--- config.mk ---
export PLATFORM = sky130hd
export DESIGN_NAME = sprc_class_map
export DESIGN_NICKNAME = d
export VERILOG_FILES = /design/src/design/sprc_pkg.sv /design/src/design/sprc_class_map.sv
export SDC_FILE = /design/constraint.sdc
export NUM_CORES = 1
export LEC_CHECK = 0
export ABC_CLOCK_PERIOD_IN_PS = 3700
export BUFFER_PORTS_ARGS = -buffer_cell sky130_fd_sc_hd__buf_2
export CORE_MARGIN = 3
export CORE_UTILIZATION = 35
export DETAILED_ROUTE_END_ITERATION = 12
export GPL_TIMING_DRIVEN = 0
export PLACE_DENSITY_LB_ADDON = 0.05
export SLEW_MARGIN = 30
export SYNTH_ARGS = -nofsm -noshare
export SYNTH_HDL_FRONTEND = slang
export SYNTH_SLANG_ARGS = --single-unit
--- constraint.sdc ---
create_clock -name vclk -period 3.7
set_input_delay 0.555 -clock vclk [all_inputs]
set_output_delay 0.555 -clock vclk [all_outputs]
set_load 0.005 [all_outputs]
--- src/design/sprc_pkg.sv ---
// shared types, codes and helpers for the segment pair relation classifier
package sprc_pkg;

  // endpoint code: off line, beyond an end, at an end, inside
  typedef logic signed [2:0] code_t;

  localparam code_t CODE_OFF_POS    = 3'sd3;
  localparam code_t CODE_OFF_NEG    = -3'sd3;
  localparam code_t CODE_BEYOND_END = 3'sd2;
  localparam code_t CODE_BEYOND_BEG = -3'sd2;
  localparam code_t CODE_AT_END     = 3'sd1;
  localparam code_t CODE_AT_BEG     = -3'sd1;
  localparam code_t CODE_INSIDE     = 3'sd0;

  // relation classes; the duplicate collinear class is never produced
  typedef enum logic [3:0] {
    CLS_CROSS      = 4'd0,
    CLS_TEE        = 4'd1,
    CLS_CORNER     = 4'd2,
    CLS_END_TO_END = 4'd3,
    CLS_COVER      = 4'd4,
    CLS_OVERLAP    = 4'd5,
    CLS_IDENTICAL  = 4'd7,
    CLS_NONE       = 4'd8
  } class_t;

  // the four endpoint codes of one pair
  typedef struct packed {
    code_t first_start;
    code_t first_end;
    code_t second_start;
    code_t second_end;
  } code_set_t;

  // magnitude of a code, 0..3
  function automatic logic [1:0] code_mag(input code_t c);
    logic [2:0] neg;
    begin
      neg = 3'(-c);
      code_mag = c[2] ? neg[1:0] : c[1:0];
    end
  endfunction

endpackage

--- src/design/sprc_class_map.sv ---
// tally of code magnitudes and mapping to the relation class
module sprc_class_map (
  input  sprc_pkg::code_set_t codes,
  output sprc_pkg::class_t    relation
);

  logic [1:0] m0, m1, m2, m3;
  logic [2:0] cnt0, cnt1, cnt2, cnt3;
  logic       first_cross, second_cross;

  assign m0 = sprc_pkg::code_mag(codes.first_start);
  assign m1 = sprc_pkg::code_mag(codes.first_end);
  assign m2 = sprc_pkg::code_mag(codes.second_start);
  assign m3 = sprc_pkg::code_mag(codes.second_end);

  assign cnt0 = {2'b0, m0 == 2'd0} + {2'b0, m1 == 2'd0} + {2'b0, m2 == 2'd0}
              + {2'b0, m3 == 2'd0};
  assign cnt1 = {2'b0, m0 == 2'd1} + {2'b0, m1 == 2'd1} + {2'b0, m2 == 2'd1}
              + {2'b0, m3 == 2'd1};
  assign cnt2 = {2'b0, m0 == 2'd2} + {2'b0, m1 == 2'd2} + {2'b0, m2 == 2'd2}
              + {2'b0, m3 == 2'd2};
  assign cnt3 = {2'b0, m0 == 2'd3} + {2'b0, m1 == 2'd3} + {2'b0, m2 == 2'd3}
              + {2'b0, m3 == 2'd3};

  // both endpoints strictly on opposite sides
  assign first_cross =
    ((codes.first_start == sprc_pkg::CODE_OFF_POS) &&
     (codes.first_end == sprc_pkg::CODE_OFF_NEG)) ||
    ((codes.first_start == sprc_pkg::CODE_OFF_NEG) &&
     (codes.first_end == sprc_pkg::CODE_OFF_POS));
  assign second_cross =
    ((codes.second_start == sprc_pkg::CODE_OFF_POS) &&
     (codes.second_end == sprc_pkg::CODE_OFF_NEG)) ||
    ((codes.second_start == sprc_pkg::CODE_OFF_NEG) &&
     (codes.second_end == sprc_pkg::CODE_OFF_POS));

  always_comb begin
    if (first_cross && second_cross) begin
      relation = sprc_pkg::CLS_CROSS;
    end else if (cnt0 == 3'd1 && cnt3 == 3'd3) begin
      relation = sprc_pkg::CLS_TEE;
    end else if (cnt1 == 3'd2 && cnt3 == 3'd2) begin
      relation = sprc_pkg::CLS_CORNER;
    end else if (cnt1 == 3'd2 && cnt2 == 3'd2) begin
      relation = sprc_pkg::CLS_END_TO_END;
    end else if (cnt0 == 3'd2 && cnt2 == 3'd2) begin
      relation = sprc_pkg::CLS_COVER;
    end else if (cnt0 == 3'd1 && cnt1 == 3'd2 && cnt2 == 3'd1) begin
      relation = sprc_pkg::CLS_OVERLAP;
    end else if (cnt1 == 3'd4) begin
      relation = sprc_pkg::CLS_IDENTICAL;
    end else begin
      relation = sprc_pkg::CLS_NONE;
    end
  end

endmodule

==> results.md, run 1 <==
- The proportion of synthesized chip area in sequential cells is 0%.
- Detailed routing inserted a total of 633 vias.
- Based on the critical path, the design can be clocked at up to 258 MHz.
- The area share of the largest cell type after synthesis is between 30% and 40%.
- The final layout contains between 100 and 150 nets.
- In the routed layout, each cell is associated on average with a via count of approximately 4.9.
- 0 antenna diodes ended up in the layout.
- The transition time of the tightest slew-check pin is 0.481 ns.
- The count of endpoints failing hold in the final timing report was 0.
- After layout, the clock buffer instance count stands at 0.
- The final count of pins violating max slew is 0.
- In this run the vertical extent of the chip is 49.8 um.
- In the final layout, the share of cells above drive strength 1 is a little over two fifths.
- The core region is 0.00176 mm^2.
- Setup violations remaining at the end of the flow were counted as 3.
- The maximum VDD drop is about 0.00008 V.
- The total DRC errors in the routed layout is 0.
- For the worst setup path, the data required time is 3.14 ns.
- The detailed router's first-iteration violation count is 5.
- Entering global routing, the biggest net connects 7 pins.
- The count of nets left with antenna violations once routing finished came out at 0.
- Once the floorplan was initialized, standard cells occupied 38.0% of the core.
- The final clock period utilization by the worst path is 105%.
- Across every metal layer, demand over resource in global routing totals a little over an eighth.
- The total of buffers placed on input and output ports is 16.
- The average routed wire per standard cell is 11.6 um.
- The HPWL after detailed placement is roughly 1200 um.
- Wires add up to 1480 um.
- STA classifies the critical path startpoint as an input pin.
- The leakage dissipation is 0.458 nW.
- The number of maximum-capacitance violations is 0.
- The area growth from synthesis to layout is 43.3%.
- The cell row count is 15.
- The synthesized instance count is 83.
- Setup repair after global routing could not meet its margin everywhere.
- The post-synth design cell area is 671 um^2.
- The number of global-route vias before repair is 671.
- The count of synthesis-stage warnings from yosys is 0.
- The count of flip-flops and latches is 0.
- The final reports fail on setup timing.
- The area taken by flip-flops and latches is 0 um^2.
- Counting I/O delays and the setup requirement, the final critical path takes 3.88 ns.
- Data on the critical path arrives at its endpoint at 3.32 ns.
- In the synthesized netlist, the cells that appear most often are 18 x ha_1, 11 x inv_1, 8 x nand2b_1, 8 x nor2_1.
- The number of I/O pins is 16.
- The die covers 0.00248 mm^2.
- The sum of internal, switching and leakage power is 0.137 mW.
- The overall die width is around 50 um.
- The most frequent cell after synthesis is ha_1.
- At the end of the flow the core is filled with cells to 54.5%.
- The classification of the worst-slack hold path is in -> out.
- The endpoint class of the critical path is an output pin.
- Across all setup checks in the final design, the least slack found is -0.177 ns.
- In this run the worst path has a maximum fanout of 4.
- The run finished, with violations left.
- The number of antenna violations at the first check in global routing is 0.
- The count of different cell masters after synthesis is 22.
- The average instance area after synthesis is 8.08 um^2.
- After synthesis, the cell types taking the most area are ha_1 34%, fa_1 12%, nand2b_1 7.5%.
- The class of the most critical setup path is in -> out.
- The number of detailed-routing iterations run before antenna repair is 4.
- The net count after synthesis is between 100 and 150.
- Summed over all instances, the cell type with the most area after synthesis is ha_1.
- The global-route wire length before repair is 2750 um.
- Buffers inserted to repair hold after CTS numbered 0.
- Hold timing on the final database bottoms out at a slack of 1.76 ns.
- Power spread over the standard cell area amounts to 143 mW/mm^2.
- Routability-driven placement finished with a final weighted congestion of 0.787.
- The worst slew slack as a fraction of its limit is roughly two thirds.
- The total grt overflow is 0.
report_power, final:
| part | switching [mW] | internal (mW) |
|---|---|---|
| registers | 0 | 0 |
| clock network | 0 | 0 |
| logic | 0.0700 | 0.0672 |
| total | 0.0700 | 0.0672 |
cells by family after synthesis:
| logic type | count (synthesis) | share of synthesized area, % |
|---|---|---|
| compound gates | 9 | 10.3 |
| fa+ha+maj | 22 | 45.5 |
| buf+inv | 11 | 6.16 |
| mux | 2 | 3.17 |
| simple gates | 39 | 34.9 |
layout make-up:
| type | instances | area, um^2 |
|---|---|---|
| inverter | 11 | 43.8 |
| multi-input combinational | 72 | 737 |
| timing repair buffer | 20 | 149 |
| fill | 198 | 803 |
| tap | 25 | 31.3 |
metrics by stage:
stage | cells | setup TNS (ns) | setup slack (ns) | instance area, um^2
global route | 128 | -1.03 | -0.331 | 961
global placement | 124 | -1.18 | -0.379 | 788
floorplan | 83 | 0 | 0.00652 | 677
finish | 128 | -0.386 | -0.177 | 961
CTS | 127 | -0.369 | -0.168 | 940
detailed placement | 124 | -1.24 | -0.389 | 788
routing by layer:
metal | GRT usage [%] | up-vias | routed length, um
met5 | 0 | - | 0
met4 | 0 | 0 | 0
met3 | 0.604 | 0 | 34
met2 | 25.3 | 9 | 743
met1 | 17.4 | 290 | 706
li1 | - | 334 | -
placed cells by master, fill, tap and decap left out, types with 2 or more instances in the layout:
cell	n
ha_1	13
buf_2	11
nand2b_1	8
inv_1	7
buf_4	5
nor2_1	4
nor2_2	4
and2_1	4
nand4b_1	4
fa_1	4
inv_2	3
ha_4	3
buf_8	3
nand2_2	2
o21ai_4	2
o21ai_2	2
nor2b_1	2
or4b_1	2
o31a_1	2
nor3_1	2
ha_2	2
worst paths after layout:
check / to / start / depth (start not counted)
hold / removal: relation[0] / codes[5] / 6
setup / recovery: relation[0] / codes[0] / 14
what timing repair did:
item,CTS,global route
setup buffers,3,1
gates resized for setup,34,5
endpoints found under the hold margin,0,0
pin swaps,15,1
endpoints found under the setup margin,4,4
worst max-delay path, stage by stage:
cell and delay [ns]:
buf_8 0.10, ha_4 0.26, nand2_4 0.05, o21ai_4 0.08, nand2b_1 0.10, fa_1 0.50, inv_1 0.05, ha_2 0.19
ha_4 0.16, or4b_1 0.51, o31a_1 0.33, a311oi_2 0.21, o31a_1 0.14, buf_2 0.10
No activity file was read; power rests on OpenSTA's default activity.
==> run 2, diff against run 1 <==
--- a/config.mk
+++ b/config.mk
@@ -12,6 +12,8 @@
 export DETAILED_ROUTE_END_ITERATION = 12
 export GPL_TIMING_DRIVEN = 0
 export PLACE_DENSITY_LB_ADDON = 0.05
+export SETUP_SLACK_MARGIN = 0.3
+export SKIP_LAST_GASP = 1
 export SLEW_MARGIN = 30
 export SYNTH_ARGS = -nofsm -noshare
 export SYNTH_HDL_FRONTEND = slang
==> run 2 against run 1 <==
Net effect:
- the run still ends with setup timing left
- power rose by 23%
- highest routed layer unchanged
- largest power group unchanged
- worst setup slack improved by 0.096 ns
- cell count is the same
==> results.md, run 2 (synthesis results as in run 1) <==
- The number of global-route vias before repair came to 624 (-7.0%).
- The run finished, with violations left.
- The number of I/O pins is 16 (unchanged).
- The height of the die was 49.8 um (unchanged).
- STA classifies the critical path endpoint as an output pin.
- The post-placement cell count is 124 (unchanged).
- The final estimated routing congestion in global placement is 0.724 (-8.0%).
- The pin count of the biggest net entering global routing is 7 (unchanged).
- The total number of vias is 622 (-1.7%).
- The top cell types in the final layout, fill and taps aside, are 10 x buf_2, 8 x ha_1, 6 x inv_1, 6 x ha_4.
- The count of clock buffers in the final design was 0 (unchanged).
- The number of hold-repair buffers added at the cts stage was 0 (unchanged).
- The time the worst path needs with I/O delays and setup is 3.78 ns (-0.0960 ns).
- The total of buffers placed on input and output ports is 16 (unchanged).
- The leakage dissipation is 0.469 nW (+2.4%).
- The cell row count came to 15 (unchanged).
- The maximum fanout along the worst path is 4 (unchanged).
- The number of antenna violations at the first check in global routing is 0 (unchanged).
- The core utilization of the finished layout is 61.8% (+7.3 points).
- The share of cells above drive strength 1 is 54.4% (+11 points).
- The area taken by flip-flops and latches is 0 um^2 (unchanged).
- The number of detailed-routing iterations run before antenna repair came to 4 (unchanged).
- The effective utilization at floorplan came to 38.0% (unchanged).
- The count of antenna diodes in the layout is 0 (unchanged).
- The number of maximum-capacitance violations is 0 (unchanged).
- The top achievable clock speed was 264 MHz (+2.5%).
- The average via count per standard cell was 4.86 (-1.7%).
- The count of endpoints failing hold in the final timing report is 0 (unchanged).
- The average routed wire per standard cell is 11.2 um (-3.1%).
- The total power density per cell area is 154 mW/mm^2 (+8.2%).
- The total setup violations reported at the end of the flow is 3 (unchanged).
- Setup repair after global routing could not meet its margin everywhere.
- The remaining antenna violation count is 0 (unchanged).
- The kind of start point of the critical path is an input pin.
- The final standard cell count with taps included and fillers excluded is 128 (unchanged).
- The least setup slack across all paths after layout is -0.0815 ns (+0.0960 ns).
- The critical path is of the in -> out type.
- The total detailed-routing wirelength came to 1440 um (-3.1%).
- The required time reported for the critical path endpoint was 3.14 ns (about the same).
- Compared with the post-synthesis result, the final layout area differs by 62.5%.
- The core area is 0.00176 mm^2 (unchanged).
- The total grt overflow came to 0 (unchanged).
- The classification of the worst-slack hold path is in -> out.
- The final clock period utilization by the worst path is 102% (-2.6 points).
- The count of flip-flops and latches came to 0 (unchanged).
- The hold slack was 1.76 ns (+0.00172 ns).
- The die footprint is 0.00248 mm^2 (unchanged).
- The maximum VDD drop is 0.0000906 V (+13%).
- The minimum setup slack after placement was -0.268 ns (+0.122 ns).
- The post-layout net count is 139 (unchanged).
- The worst hold path terminates at relation[1].
- The detailed router's first-iteration violation count is 5 (unchanged).
- The overall routing resource usage was 13.2% (-0.093 points).
- The total DRC errors in the routed layout came to 0 (unchanged).
- The worst slew slack as a fraction of its limit came to 79.5% (+12 points).
- The transition time of the tightest slew-check pin is 0.307 ns (-0.174 ns).
- The checks that failed: setup timing.
- The overall die width was 49.8 um (unchanged).
- The worst path arrival time is 3.23 ns (-0.09 ns).
- The placed wire-length estimate is 1200 um (-1.1%).
- Leaving out fill and tap cells, the most frequent cell in the layout is buf_2.
- The worst min-delay path startpoint is codes[11].
- The instance count along the most critical hold path came to 5 (-1).
- The global-route wire length before repair came to 2730 um (-1.0%).
- The final count of pins violating max slew is 0 (unchanged).
run 2: per-layer routing:
metal / share of wire, % / vias to the layer above / track usage [%]
met4: 0 / 0 / 0
met2: 46 / 6 / 22.0
li1: - / 334 / -
met5: 0 / - / 0
met3: 1.7 / 0 / 0.302
met1: 52 / 282 / 20.1
run 2: through the flow:
step	power, mW	TNS [ns]	instance area (um^2)
floorplan	0.0828	0	744
global placement	0.117	-0.881	856
detailed placement	0.118	-0.882	856
CTS	0.160	-0.217	1060
global route	0.190	-0.507	1090
finish	0.168	-0.103	1090
run 2: final cells by class:
cell class	instances	area, um^2
fillers	166	674
inverters	11	56.3
multi-input cells	72	830
well taps	25	31.3
repair buffers	20	173
run 2: what timing repair did:
item / 4_1_cts / 5_1_grt
gates resized for setup: 37 / 7
hold endpoints to repair: 0 / 0
pin swaps: 19 / 4
setup buffers: 4 / 0
endpoints found under the setup margin: 4 / 4
run 2: worst max path at each step:
stage | from | end
6_report | codes[6] | relation[0]
5_1_grt | codes[7] | relation[0]
4_1_cts | codes[1] | relation[0]
3_5_place_dp | codes[1] | relation[0]
3_3_place_gp | codes[1] | relation[2]
2_1_floorplan | codes[1] | relation[0]
run 2: critical path: stages:
cell,delay [ns]
buf_12,0.10
ha_4,0.26
nand2_4,0.04
o21ai_4,0.07
nor2_2,0.06
fa_1,0.50
ha_2,0.19
ha_4,0.20
or4b_1,0.51
o31a_1,0.29
a311oi_2,0.20
o31a_1,0.15
buf_2,0.10
run 2: power by group:
group | switching (mW) | internal [mW]
Clock | 0 | 0
Sequential | 0 | 0
Combinational | 0.0833 | 0.0851
Total | 0.0833 | 0.0851
